<file path="src/design/vsa_pkg.sv">
`timescale 1ns / 1ps
`default_nettype none
package vsa_pkg;
  localparam int GRAIN_SHIFT_D  = 5;
  localparam int SIZE_CLASSES_D = 128;
  localparam int SLOT_POOL_D    = 4096;
  localparam int BUFFER_POOL_D  = 32;
  localparam int FORMATS_D      = 18;

  localparam logic [1:0] OP_GET     = 2'd0;
  localparam logic [1:0] OP_RELEASE = 2'd1;
  localparam logic [1:0] OP_CLEAR   = 2'd2;

  localparam logic [2:0] ST_REUSED  = 3'd0;
  localparam logic [2:0] ST_CARVED  = 3'd1;
  localparam logic [2:0] ST_NEWBUF  = 3'd2;
  localparam logic [2:0] ST_BADSIZE = 3'd3;
  localparam logic [2:0] ST_NOSLOT  = 3'd4;
  localparam logic [2:0] ST_NOBUF   = 3'd5;
  localparam logic [2:0] ST_DONE    = 3'd6;

  // controller to datapath
  typedef struct packed {
    logic capture;     // latch the input item
    logic clear_start; // begin a clearing sweep
    logic clear_step;  // one free list entry cleared
    logic rd_free;     // read free list head
    logic rd_slot;     // read slot tables at head
    logic pop;         // pop free list, emit reused
    logic walk_first;  // take format head as walk pointer
    logic walk_step;   // examine buffer at walk pointer
    logic carve;       // carve from buffer at walk pointer
    logic newbuf;      // open buffer
    logic rel_rd;      // read slot tables for release
    logic rel_rd2;     // read free head for release
    logic rel_push;    // push released slot
    logic emit;        // load output register
    logic [2:0] st;    // status code to emit
    logic emit_slot;   // status carries slot fields
  } vsa_cmd_t;

  // datapath to controller
  typedef struct packed {
    logic clear_done;
    logic bad;         // bad size or format
    logic free_hit;    // free list head valid
    logic slots_full;
    logic walk_end;    // walk pointer empty or steps spent
    logic fits;        // buffer at walk pointer has room
    logic bufs_full;
    logic rel_ok;      // release is valid
    logic out_busy;    // output register occupied
  } vsa_stat_t;
endpackage
`default_nettype wire

</file>
<file path="src/design/vsa_ctrl.sv">
`timescale 1ns / 1ps
`default_nettype none
module vsa_ctrl (
  input  wire                clk,
  input  wire                rst,
  input  wire                in_valid,
  input  wire [1:0]          in_op,
  output logic               in_ready,
  output vsa_pkg::vsa_cmd_t  cmd,
  input  vsa_pkg::vsa_stat_t stat
);
  typedef enum logic [11:0] {
    S_CLR   = 12'b000000000001,
    S_IDLE  = 12'b000000000010,
    S_CHECK = 12'b000000000100,
    S_FREE  = 12'b000000001000,
    S_SLOT  = 12'b000000010000,
    S_DEC   = 12'b000000100000,
    S_WALK  = 12'b000001000000,
    S_WTEST = 12'b000010000000,
    S_REL   = 12'b000100000000,
    S_REL2  = 12'b001000000000,
    S_REL3  = 12'b010000000000,
    S_EMIT  = 12'b100000000000
  } state_t;

  state_t state, state_next;
  logic [1:0] op, op_next;
  logic [2:0] st, st_next;
  logic es, es_next;

  always_ff @(posedge clk) begin
    if (rst) begin
      state <= S_CLR;
      op <= vsa_pkg::OP_GET;
      st <= vsa_pkg::ST_DONE;
      es <= 1'b0;
    end else begin
      state <= state_next;
      op <= op_next;
      st <= st_next;
      es <= es_next;
    end
  end

  // sequencing of one item
  always_comb begin
    state_next = state;
    op_next = op;
    st_next = st;
    es_next = es;
    cmd = '0;
    in_ready = 1'b0;
    unique case (state)
      S_CLR: begin
        cmd.clear_step = 1'b1;
        if (stat.clear_done) state_next = S_IDLE;
      end
      S_IDLE: begin
        in_ready = 1'b1;
        if (in_valid) begin
          cmd.capture = 1'b1;
          op_next = in_op;
          state_next = S_CHECK;
        end
      end
      S_CHECK: begin
        es_next = 1'b0;
        if (op == vsa_pkg::OP_GET) begin
          if (stat.bad) begin
            st_next = vsa_pkg::ST_BADSIZE;
            state_next = S_EMIT;
          end else begin
            cmd.rd_free = 1'b1;
            state_next = S_FREE;
          end
        end else if (op == vsa_pkg::OP_RELEASE) begin
          state_next = S_REL;
        end else if (op == vsa_pkg::OP_CLEAR) begin
          cmd.clear_start = 1'b1;
          st_next = vsa_pkg::ST_DONE;
          state_next = S_EMIT;
        end else begin
          st_next = vsa_pkg::ST_DONE;
          state_next = S_EMIT;
        end
      end
      S_FREE: begin
        cmd.rd_slot = 1'b1;
        state_next = S_SLOT;
      end
      S_SLOT: begin
        cmd.rd_slot = 1'b1;
        state_next = S_DEC;
      end
      S_DEC: begin
        if (stat.free_hit) begin
          cmd.pop = 1'b1;
          st_next = vsa_pkg::ST_REUSED;
          es_next = 1'b1;
          state_next = S_EMIT;
        end else if (stat.slots_full) begin
          st_next = vsa_pkg::ST_NOSLOT;
          state_next = S_EMIT;
        end else begin
          cmd.walk_first = 1'b1;
          state_next = S_WALK;
        end
      end
      S_WALK: state_next = S_WTEST;
      S_WTEST: begin
        if (stat.walk_end) begin
          if (stat.bufs_full) begin
            st_next = vsa_pkg::ST_NOBUF;
          end else begin
            cmd.newbuf = 1'b1;
            st_next = vsa_pkg::ST_NEWBUF;
            es_next = 1'b1;
          end
          state_next = S_EMIT;
        end else if (stat.fits) begin
          cmd.carve = 1'b1;
          st_next = vsa_pkg::ST_CARVED;
          es_next = 1'b1;
          state_next = S_EMIT;
        end else begin
          cmd.walk_step = 1'b1;
          state_next = S_WALK;
        end
      end
      S_REL: begin
        cmd.rel_rd = 1'b1;
        state_next = S_REL2;
      end
      S_REL2: begin
        cmd.rel_rd2 = 1'b1;
        state_next = S_REL3;
      end
      S_REL3: begin
        if (stat.rel_ok) cmd.rel_push = 1'b1;
        st_next = vsa_pkg::ST_DONE;
        state_next = S_EMIT;
      end
      S_EMIT: begin
        if (!stat.out_busy) begin
          cmd.emit = 1'b1;
          state_next = (op == vsa_pkg::OP_CLEAR) ? S_CLR : S_IDLE;
        end
      end
      default: state_next = S_CLR;
    endcase
    cmd.st = st;
    cmd.emit_slot = es;
  end
endmodule
`default_nettype wire

</file>
<file path="config.mk">
export PLATFORM = sky130hd
export DESIGN_NAME = vsa_ctrl
export DESIGN_NICKNAME = d
export VERILOG_FILES = /design/src/design/vsa_pkg.sv /design/src/design/vsa_ctrl.sv
export SDC_FILE = /design/constraint.sdc
export NUM_CORES = 1
export LEC_CHECK = 0
export BUFFER_PORTS_ARGS = -buffer_cell sky130_fd_sc_hd__buf_4
export CAP_MARGIN = 20
export CORE_ASPECT_RATIO = 1.2
export CORE_UTILIZATION = 40
export DETAILED_ROUTE_END_ITERATION = 10
export SYNTH_ARGS = -nofsm -noshare
export SYNTH_HDL_FRONTEND = slang
export SYNTH_SLANG_ARGS = --single-unit
</file>
<file path="constraint.sdc">
create_clock -name clk -period 4 [get_ports clk]
set_clock_uncertainty 0.15 [all_clocks]
set_input_delay 0.2 -clock clk [delete_from_list [all_inputs] [get_ports clk]]
set_output_delay 0.2 -clock clk [all_outputs]
set_load 0.005 [all_outputs]
</file>
**Word level (Yosys, flattened, before mapping)**

Cells that the tools add are included.

- Flip-flop bits (word level): 18
- Latch bits: 0
- Memory bits (writable): 0
- ROM bits: 0
- Bits of input ports: 14
- Output and inout port bits: 19
- Word-level logic and storage cells: 89
- Memories kept: 0

- Add/subtract/negate cells: 0
- $mul: 0
- Div/mod/pow operators: 0
- Order comparisons: 0
- Eq/ne operators: 23
- Shifts and indexed selects: 0
- Multiplexer cells: 54
- Bitwise logic cells: 0
- Reduce and logical (&&, ||, !) cells: 8

Operators with widths:

| kind | count |
|---|---|
| $pmux 12 s12 | 1 |
| $mux 12 | 10 |
| $mux 1 | 29 |
| $mux 3 | 9 |
| $ne 3x3->1 const B | 5 |
| $eq 12x1->1 const B | 1 |
| $eq 12x10->1 const B | 1 |
| $eq 12x11->1 const B | 1 |
| $eq 12x12->1 const B | 1 |
| $eq 12x2->1 const B | 1 |
| $eq 12x3->1 const B | 1 |
| $eq 12x4->1 const B | 1 |
| $eq 12x5->1 const B | 1 |
| $eq 12x6->1 const B | 1 |
| $eq 12x7->1 const B | 1 |
| $eq 12x8->1 const B | 1 |
| $eq 12x9->1 const B | 1 |
| $pmux 3 s4 | 1 |
| $ne 2x2->1 const B | 4 |
| $mux 2 | 3 |
| $reduce_and 5->1 | 1 |
| $reduce_and 4->1 | 1 |
| $reduce_bool 4->1 | 1 |
| $pmux 1 s3 | 1 |
| other kinds (7) | 7 |

**Depth between registers and ports, before layout**

Gate-level depths: netlist of the first run.

- Depth in word-level cells: 5
- Depth in mapped cells: 7

**Worst setup path after synthesis of the first run**

OpenSTA, ideal clock, no wires.

- Kind: register to register
- Start point: register state[4]
- End point: register st[2]
- Arrival time: 2.043 ns
- Setup slack: 1.688 ns
- Stages on the path, launching flop included: 7
- Path buffers: 2
- Period minus slack after synthesis: 2.312 ns
- Cells stage by stage: dfxtp_1 > buf_6 > or4_4 > or3_1 > buf_2 > a211o_2 > a211o_1

- Word-level cells in the longest chain between the ends: 3
- Elaborated cells between the ends (all ways): 11

RTL lines:

| item | RTL line | source |
|---|---|---|
| from (decl) | vsa_ctrl.sv:27 | `state_t state, state_next;` |
| from (signal assigned) | vsa_ctrl.sv:39 | `state <= state_next;` |
| $eq 12x3->1 (tied with other cells) | vsa_ctrl.sv:54 | `unique case (state)` |
| $ne 3x3->1 (no source line) or $reduce_bool 4->1 (tied branches) | n/a |  |
| $reduce_and 5->1 (no source line) | n/a |  |
| to (signal assigned) | vsa_ctrl.sv:36 | `st <= vsa_pkg::ST_DONE;` |
| to (signal assigned) | vsa_ctrl.sv:41 | `st <= st_next;` |
| to (decl) | vsa_ctrl.sv:29 | `logic [2:0] st, st_next;` |

Parallel ways exist; a longest one is shown, timed or not.
A chain may end at the register's enable or synchronous reset.

==> results.md, run 1 <==
* HPWL Detailed at 2240 um
* Biggest area consumer among synthesized cells: dfxtp_1
* P&R area growth vs syn at 21.9%
* First-pass DRT Iterations at 4
* Maximum vdd drop at 0.193 mV
* Final net count at 191
* Setup total negative slack at 0 ps
* Min-Delay Path Class: input port to flip-flop
* Max Clk Rate at 377 MHz
* Via count at 1167
* Largest net degree at the start of global routing at 13
* Die X at 51.4 um
* GRT Util Overall at 0.192
* Core Area at 2790 um^2
* LEAKAGE at 0.623 nW
* Full die area at 3150 um^2
* Share of post-route cells with drive strength above 1 at 0.251
* Syn_area_per_cell at 8.09 um^2
* Startpoint types: flip-flop
* Synth top area cells: dfxtp_1 (31%), nor2_1 (6.1%), nor3_1 (4.3%)
* Number of buffers created by CTS at 3
* Cells after DPL at 204
* Seq/Total Area, Yosys at 0.307
* Total grt overflow at 0
* Top FF cell, synth: dfxtp_1
* Fin. max-slew vios at 0
* Final ANT Viol Nets at 0
* CP bufs+invs at 1
* Clk slew on worst S/H paths at 100 ps
* First-pass GRT wire length at 4430 um
* CTS Buffer Depth at 2
* Synth Register Bits at 18
* Crit path max-delay cell type: or4_4
* Critical path peak fanout at 9
* Initial DRC count at 18
* Synthesized area at 1170 um^2
* Setup crit end kind: output port
* CTS Sinks at 18
* WP data required at 3650 ps
* Initial antenna violation count at 0
* Run status: finished, final reports clean
* ANT cells at 0
* Initial Utilization at 0.421
* Syn Nets at 159
* Post-CTS sizing at 0
* Later-pin clock latency in the skew report at 290 ps
* Ys async rst share at 0
* Distinct cells, synth at 43
* Root Buffer: clkbuf_4
* Slew headroom at 0.343
* Number of synthesized flops with an enable pin at 0
* Ratio of final minimum period to clock period at 0.662
* Final setup vio count at 0
* Post-Layout Cell Count at 209
* Gate Count Post-Synth at 145
* Total Routed Length at 2850 um
* Slew at the pin closest to its max-slew limit at 971 ps
* Number of global-route vias before repair at 950
* Via density at 5.58
* Yosys Warn Count at 0
* Setup CP Type: flip-flop to output port
* RSZ-0062 raised after global routing: false
* H-tree levels at 1
* Fin crit period at 2650 ps
* Routability cong. at 0.875
* Post-route DRC at 0
* Die Span Y at 61.3 um
* CP max stage delay at 590 ps
* Ports at 33
* Arrival time of the worst setup path at 2300 ps
* Yosys top cell area share at 0.307
* Final Hold Viols at 0
* Number of port buffers at 32
* Core Rows at 21
* P per Cell Area at 259 nW/um^2
* Max cap viols at 0
* Critical-path cell list: or4_4, or3_1, nor4_1, buf_4
* WL per Instance at 13.6 um
* TritonCTS clock tree: yes
* Crit path max-delay family: simple AND/OR/NAND/NOR gates
## kinds of logic after synthesis
kind of cell | after synthesis | share of synthesized area
simple gates | 80 | 0.392
compound gates | 24 | 0.154
flops | 18 | 0.307
buf+inv | 16 | 0.0907
mux | 4 | 0.0342
xor+xnor | 3 | 0.0224
## power breakdown
part | switching (mW) | total [mW] | internal, mW
sequential | 0.0116 | 0.196 | 0.185
clock | 0.0559 | 0.0909 | 0.0350
combinational | 0.0410 | 0.0827 | 0.0417
## cells in the mapped netlist (2+ instances only)
cell type  instances
and2_1             2
or3_1              2
nor2_1            19
nor2b_1            4
a21oi_1            4
nor3b_1            2
nand2_1            9
xor2_1             3
or4_4              2
nor4_1             6
inv_1              8
and3_1             3
nand2b_1           2
buf_4              3
a211oi_1           2
dfxtp_1           18
o21ai_0            5
nand4_1            4
nor4b_1            4
nor3_1            10
nand3_1            6
o2111a_1           2
o211ai_1           2
mux2i_1            4
## timing repair
item,in CTS,in global routing
hold buffers,2,0
setup buffers,0,0
hold endpoints to repair,2,0
## flip-flops by register name, summed over array words and instances (netlist names)
register and cells:
es 1, state 12, op 2, st 3
## per-stage QoR
stage	cell area, um^2	hold slack [ps]	setup slack [ps]	utilization	power, mW
after detailed placement	1390	289	1610	0.498	0.281
after CTS	1430	23.5	1330	0.513	0.373
after global routing	1430	30.5	1200	0.513	0.390
after global placement	1390	281	1620	0.498	0.281
after floorplan	1170	194	1690	-	0.249
final	1430	26.1	1350	0.513	0.370
## path summary, 6_finish.rpt
kind / to / slack (ps) / cells past startpoint / from
max: cmd[14] / 1350 / 4 / state[4]$_SDFFE_PP0P_
min: st[0]$_SDFFE_PP0P_ / 30 / 2 / rst
max reg2reg: st[2]$_SDFFE_PP1P_ / 1570 / 5 / state[0]$_SDFFE_PP1P_
min reg2reg: es$_SDFFE_PP0P_ / 310 / 2 / es$_SDFFE_PP0P_
## layer usage
layer  global-route usage  part of all wire  vias to the layer above
met5                    0                 0                        -
met4               0.0927            0.0067                        0
met3               0.0420             0.031                        2
met2                0.310              0.49                       23
met1                0.243              0.47                      545
li1                     -                 -                      597
## final cells by class
type | count | area (um^2)
Fill cell | 293 | 1360
Multi-Input combinational cell | 111 | 706
Sequential cell | 18 | 360
Timing Repair Buffer | 35 | 268
Tap cell | 34 | 42.5
Inverter | 8 | 30.0
Clock buffer | 3 | 22.5
## layout by cell type, fill, tap and decap left out, drive strengths merged, types with 4 or more instances in the layout
cell type,instances
a21oi,4
buf,33
mux2i,4
nand2,9
nor2,19
nor4b,4
dfxtp,18
nor3,10
inv,8
nor2b,4
o21ai,5
nor4,7
nand3,6
nand4,4
No activity file was read; power rests on OpenSTA's default activity.
==> run 2: changes to the inputs <==
--- a/config.mk
+++ b/config.mk
@@ -10,6 +10,7 @@
 export CORE_ASPECT_RATIO = 1.2
 export CORE_UTILIZATION = 40
 export DETAILED_ROUTE_END_ITERATION = 10
+export PLACE_DENSITY = 0.66
 export SYNTH_ARGS = -nofsm -noshare
 export SYNTH_HDL_FRONTEND = slang
 export SYNTH_SLANG_ARGS = --single-unit
==> constraint.sdc (replaced) <==
create_clock -name clk -period 2.4 [get_ports clk]
set_clock_uncertainty 0.15 [all_clocks]
set_input_delay 0.12 -clock clk [delete_from_list [all_inputs] [get_ports clk]]
set_output_delay 0.12 -clock clk [all_outputs]
set_load 0.005 [all_outputs]
==> run 2 against run 1 <==
  * The flow now finishes with violations (negative hold slack)
  * First-iteration DRC count grew 78%
  * Wire length rose by 12%
  * Non-clock buffer count rose by 17
  * Worst setup slack got worse by 1200 ps
  * Global-route usage increased by 3.5 points
  * Critical endpoint unchanged
  * Highest routed layer unchanged
==> results.md, run 2 (same netlist as run 1, synthesis figures left out) <==
* CTS Sinks at 18 (unchanged)
* Setup total negative slack at 0 ps (unchanged)
* Setup bufs post-CTS at 0 (unchanged)
* Clk slew on worst S/H paths at 110 ps (about the same)
* Setup CP Type: flip-flop to output port
* Reg power frac at 0.482 (-0.049)
* Later-pin clock latency in the skew report at 290 ps (about the same)
* HPWL Detailed at 2500 um (+12%)
* Final ANT Viol Nets at 0 (unchanged)
* Total grt overflow at 0 (unchanged)
* Most flops, register: state
* Core Rows at 21 (unchanged)
* Critical path peak fanout at 6 (-3)
* Max cap viols at 0 (unchanged)
* Commonest non-fill, non-tap cell in the layout: buf_4
* P&R area growth vs syn at 37.0%
* Via density at 5.51 (-1.4%)
* Number of port buffers at 32 (unchanged)
* Total power at 0.680 mW (+84%)
* Number of buffers created by CTS at 3 (unchanged)
* Number of flip-flops in the largest register at 12 (unchanged)
* Combinational share of power at 0.237 (+0.013)
* GRT Util Overall at 0.227 (+0.0355)
* Total Routed Length at 3190 um (+12%)
* Routability cong. at 0.983 (+12%)
* Crit path max-delay cell type: or4_4
* Initial Utilization at 0.421 (unchanged)
* Place WS at 104 ps (-1500 ps)
* Largest registers: state x12, st x3, op x2
* First-pass GRT wire length at 5320 um (+20%)
* Via count at 1250 (+7.1%)
* WP data required at 2130 ps (-1520 ps)
* Post-route DRC at 0 (unchanged)
* LEAKAGE at 0.718 nW (+15%)
* Fin crit period at 2290 ps
* Initial DRC count at 32 (+14)
* Fin. max-slew vios at 0 (unchanged)
* Crit path max-delay family: simple AND/OR/NAND/NOR gates
* Largest net degree at the start of global routing at 13 (unchanged)
* Core Area at 2790 um^2 (unchanged)
* CTS Buffer Depth at 2 (unchanged)
* Final net count at 208 (+8.9%)
* Min-Delay Path Class: input port to flip-flop
* CP max stage delay at 560 ps (-30 ps)
* Worst hold slack at -6.54 ps (-32.7 ps)
* Final worst slack at 112 ps (-1240 ps)
* WL per Instance at 14.0 um (+3.1%)
* Final Hold Viols at 1 (+1)
* ANT cells at 0 (unchanged)
* Ratio of final minimum period to clock period at 0.954
* Most frequent cells in the layout: buf_4 (46), nor2_1 (19), dfxtp_1 (17)
* Initial antenna violation count at 0 (unchanged)
* Root Buffer: clkbuf_4
* TritonCTS clock tree: yes
* Startpoint types: flip-flop
* Die Span Y at 61.3 um (unchanged)
* H-tree levels at 1 (unchanged)
* Ports at 33 (unchanged)
* Internal power at 0.485 mW (+86%)
* Switching share of power at 0.287 (-0.00656)
* Critical-path cell list: or4_4, or3_4, nor4_4, buf_4
* P_sw at 0.195 mW (+80%)
* Maximum vdd drop at 0.286 mV (+49%)
* Run status: complete, but fails checks
* Arrival time of the worst setup path at 2020 ps (-280 ps)
* Slew at the pin closest to its max-slew limit at 530 ps (-441 ps)
* Failing checks: negative hold slack
* Number of global-route vias before repair at 1206 (+27%)
* Full die area at 3150 um^2 (unchanged)
* P per Cell Area at 423 nW/um^2 (+64%)
* CP bufs+invs at 1 (unchanged)
* Clock share of power at 0.281 (+0.035)
* Final setup vio count at 0 (unchanged)
* Max Clk Rate at 437 MHz
* Die X at 51.4 um (unchanged)
* Slew headroom at 0.642 (+0.298)
* Setup crit end kind: output port
* First-pass DRT Iterations at 4 (unchanged)
* Share of post-route cells with drive strength above 1 at 0.321 (+0.0698)
==> run 2: cell types whose count changed in the layout (fill, tap and decap cells not counted) <==
cell / previous run / this run
clkbuf_8: 0 / 1
nor4_4: 1 / 2
nand3_2: 0 / 1
or3_4: 0 / 1
dfxtp_1: 18 / 17
dfxtp_2: 0 / 1
dlygate4sd3_1: 2 / 6
buf_4: 33 / 46
nor4_1: 6 / 5
or3_1: 2 / 1
nand3_1: 6 / 5
==> run 2: layer usage <==
layer,vias up,routed length (um),GRT usage
li1,627,-,-
met1,591,1380,0.287
met2,28,1630,0.391
met3,4,135,0.0247
met4,0,41,0.100
met5,-,0,0
==> run 2: worst register-to-register path: cells and delay by family, from the launching register on <==
| kind | cells | cell delay, ps |
|---|---|---|
| DFF | 1 | 360 |
| AOI/OAI and AO/OA | 2 | 640 |
| and+or+nand+nor | 2 | 1010 |
==> run 2: power by group through the flow <==
stage / registers (mW) / logic [mW] / clock network [mW]
6_report: 0.328 / 0.161 / 0.191
5_1_grt: 0.331 / 0.180 / 0.209
4_1_cts: 0.327 / 0.160 / 0.196
3_5_place_dp: 0.333 / 0.151 / 0
3_3_place_gp: 0.331 / 0.151 / 0
2_1_floorplan: 0.329 / 0.0859 / 0
==> run 2: per-stage QoR <==
step,util,cells,instance area (um^2)
floorplan,-,145,1170
global placement,0.533,217,1480
detailed placement,0.533,217,1480
CTS,0.573,227,1600
global route,0.577,227,1610
finish,0.577,227,1610
==> run 2: timing repair <==
action / in CTS / in global routing
endpoints found under the hold margin: 12 / 0
resized for setup: 2 / 3
hold buffers: 6 / 0
setup endpoints to repair: 1 / 3
==> run 2: path summary, 6_finish.rpt <==
check | slack [ps] | from | depth (start not counted) | end
max reg2reg | 140 | state[11]$_SDFFE_PP0P_ | 4 | st[2]$_SDFFE_PP1P_
max | 110 | state[11]$_SDFFE_PP0P_ | 4 | cmd[14]
min reg2reg | 330 | st[2]$_SDFFE_PP1P_ | 1 | st[2]$_SDFFE_PP1P_
min | -7 | stat[0] | 4 | state[0]$_SDFFE_PP1P_
==> run 2: layout make-up <==
cell class | instances | area, um^2
Multi-Input combinational cell | 111 | 731
Sequential cell | 18 | 362
Inverter | 8 | 30.0
Clock buffer | 4 | 36.3
Timing Repair Buffer | 52 | 405
Fill cell | 297 | 1180
Tap cell | 34 | 42.5
==> run 3: changes to the inputs <==
--- a/config.mk
+++ b/config.mk
@@ -10,7 +10,8 @@
 export CORE_ASPECT_RATIO = 1.2
 export CORE_UTILIZATION = 40
 export DETAILED_ROUTE_END_ITERATION = 10
-export PLACE_DENSITY = 0.66
+export MAX_ROUTING_LAYER = met4
+export PLACE_DENSITY = 0.67
 export SYNTH_ARGS = -nofsm -noshare
 export SYNTH_HDL_FRONTEND = slang
 export SYNTH_SLANG_ARGS = --single-unit
==> run 3 against run 2 <==
  * The run now ends clean
  * Die area stayed put
  * Via count rose by 1.7%
  * Sequential share of layout area fell by 0.16 points
  * Total power about the same
  * Global-route usage is 0.49 points lower
  * Sequential power barely moved
  * Largest power group unchanged
  * Count of clock-buffer cells in the layout unchanged
  * Final area grew 0.39%
  * Highest routed layer unchanged
  * Register-to-register slack about the same
  * Combinational power about the same
  * Wire length increased by 0.94%
==> results.md, run 3 (same netlist as run 1, synthesis figures left out) <==
* Run status: finished, final reports clean
* Clock share of power at 0.280 (about the same)
* Placement Cell Area at 1490 um^2 (+0.51%)
* Post-route DRC at 0 (unchanged)
* H-tree levels at 1 (unchanged)
* WL per Instance at 14.1 um (+0.50%)
* P per Cell Area at 422 nW/um^2 (-0.30%)
* Die Span Y at 61.3 um (unchanged)
* Setup bufs post-CTS at 0 (unchanged)
* Largest registers: state x12, st x3, op x2
* Internal power at 0.486 mW (+0.29%)
* WP data required at 2130 ps (about the same)
* Min-Delay Path Class: input port to flip-flop
* Number of flip-flops in the largest register at 12 (unchanged)
* Post-Layout Cell Count at 228 (+0.44%)
* Die X at 51.4 um (unchanged)
* Initial antenna violation count at 0 (unchanged)
* Slew headroom at 0.582 (-0.0595)
* Crit path max-delay family: simple AND/OR/NAND/NOR gates
* P_sw at 0.194 mW (-0.40%)
* Slew at the pin closest to its max-slew limit at 618 ps (+88.1 ps)
* HPWL Detailed at 2510 um (+0.43%)
* Largest net degree at the start of global routing at 13 (unchanged)
* Via count at 1271 (+1.7%)
* First-pass GRT wire length at 5060 um (-4.8%)
* CTS Buffer Depth at 2 (unchanged)
* Critical path peak fanout at 6 (unchanged)
* Reg2Reg Capture Point: st[2]$_SDFFE_PP1P_
* Final setup vio count at 0 (unchanged)
* RR Startpoint: state[11]$_SDFFE_PP0P_
* CP max stage delay at 560 ps (about the same)
* Cells after DPL at 218 (+0.46%)
* Worst hold slack at 19.4 ps (+26.0 ps)
* Final worst slack at 104 ps (-7.93 ps)
* TritonCTS clock tree: yes
* Number of global-route vias before repair at 1160 (-3.8%)
* Initial DRC count at 34 (+6.3%)
* Commonest non-fill, non-tap cell in the layout: buf_4
* Setup crit end kind: output port
* Reg power frac at 0.479 (-0.003)
* Switching share of power at 0.285 (-0.00141)
* Share of post-route cells with drive strength above 1 at 0.320 (-0.00166)
* Initial Utilization at 0.421 (unchanged)
* Ports at 33 (unchanged)
* Most frequent cells in the layout: buf_4 (47), nor2_1 (19), dfxtp_1 (18)
* Max Clk Rate at 435 MHz (-0.35%)
* Combinational share of power at 0.241 (+0.004)
* Core Area at 2790 um^2 (unchanged)
* Core Rows at 21 (unchanged)
* GRT Util Overall at 0.222 (-0.00489)
* LEAKAGE at 0.725 nW (+0.89%)
* ANT cells at 0 (unchanged)
* Number of port buffers at 32 (unchanged)
* Hold depth at 3 (-1)
* Total Routed Length at 3220 um (+0.94%)
* Total power at 0.680 mW (about the same)
* Place WS at 104 ps (-0.155 ps)
* Worst Reg2Reg Path Length in Cells at 4 (unchanged)
* Ratio of final minimum period to clock period at 0.957 (+0.00331)
* CTS Sinks at 18 (unchanged)
* Later-pin clock latency in the skew report at 290 ps (about the same)
* Setup total negative slack at 0 ps (unchanged)
* Max cap viols at 0 (unchanged)
* Full die area at 3150 um^2 (unchanged)
* Setup CP Type: flip-flop to output port
* Number of buffers created by CTS at 3 (unchanged)
* Arrival time of the worst setup path at 2030 ps (about the same)
* Startpoint types: flip-flop
* Final ANT Viol Nets at 0 (unchanged)
* Most flops, register: state
* CP bufs+invs at 1 (unchanged)
* Via density at 5.57 (+1.2%)
* Final Hold Viols at 0 (-1)
* Root Buffer: clkbuf_4
* Total grt overflow at 0 (unchanged)
* P&R area growth vs syn at 37.6%
* First-pass DRT Iterations at 4 (unchanged)
* Fin util at 0.579 (+0.00225)
* Worst hold path endpoint: es$_SDFFE_PP0P_
* Hold path startpoint: stat[4]
* Critical-path cell list: or4_4, or3_4, nor4_4, buf_4
* Fin. max-slew vios at 0 (unchanged)
* Routability cong. at 1.02 (+3.6%)
* Crit path max-delay cell type: or4_4
* Final net count at 209 (+0.48%)
* Final Cell Area at 1610 um^2 (+0.39%)
* RSZ-0062 raised after global routing: false
* Maximum vdd drop at 0.322 mV (+12%)
* Fin crit period at 2300 ps (+7.94 ps)
* Clk slew on worst S/H paths at 110 ps (about the same)
* Register-to-register setup slack at 130 ps (about the same)
## run 3: cell types whose count changed in the layout (fill, tap and decap cells not counted)
cell	change
or3_1	-1
or3_4	+1
nand3_1	+1
nand3_2	-1
dfxtp_2	-1
dfxtp_1	+1
buf_4	+1
## run 3: area by class of cell
| cell class | count | area, um^2 |
|---|---|---|
| Inverter | 8 | 30.0 |
| Timing Repair Buffer | 53 | 413 |
| Multi-Input combinational cell | 111 | 731 |
| Clock buffer | 4 | 36.3 |
| Tap cell | 34 | 42.5 |
| Fill cell | 268 | 1170 |
| Sequential cell | 18 | 360 |
## run 3: worst max-delay path by stage
stage / start / endpoint / cells after the start
2_1_floorplan: state[4]$_SDFFE_PP0P_ / st[2]$_SDFFE_PP1P_ / 6
3_3_place_gp: state[11]$_SDFFE_PP0P_ / st[2]$_SDFFE_PP1P_ / 4
3_5_place_dp: state[11]$_SDFFE_PP0P_ / st[2]$_SDFFE_PP1P_ / 4
4_1_cts: state[11]$_SDFFE_PP0P_ / cmd[14] / 4
5_1_grt: state[0]$_SDFFE_PP1P_ / st[2]$_SDFFE_PP1P_ / 5
6_report: state[11]$_SDFFE_PP0P_ / cmd[14] / 4
## run 3: what timing repair did
item	CTS	global route
hold endpoints to repair	11	0
cloned	0	0
setup endpoints to repair	1	3
hold buffers	6	0
gates resized for setup	2	2
## run 3: power by group through the flow
stage / logic [mW] / clock network (mW) / registers [mW]
2_1_floorplan: 0.0859 / 0 / 0.329
3_3_place_gp: 0.154 / 0 / 0.331
3_5_place_dp: 0.154 / 0 / 0.332
4_1_cts: 0.163 / 0.194 / 0.326
5_1_grt: 0.179 / 0.207 / 0.329
6_report: 0.164 / 0.190 / 0.326
## run 3: worst min-delay path, cell delays in order
cell	delay, ps
buf_4	110
o31ai_1	80
a21oi_1	120
## run 3: routing by layer
layer / track usage / vias to the layer above / share of wire
li1: - / 636 / -
met1: 0.272 / 603 / 0.45
met2: 0.375 / 30 / 0.50
met3: 0.0198 / 2 / 0.037
met4: 0.0927 / 0 / 0.0047
met5: - / - / 0
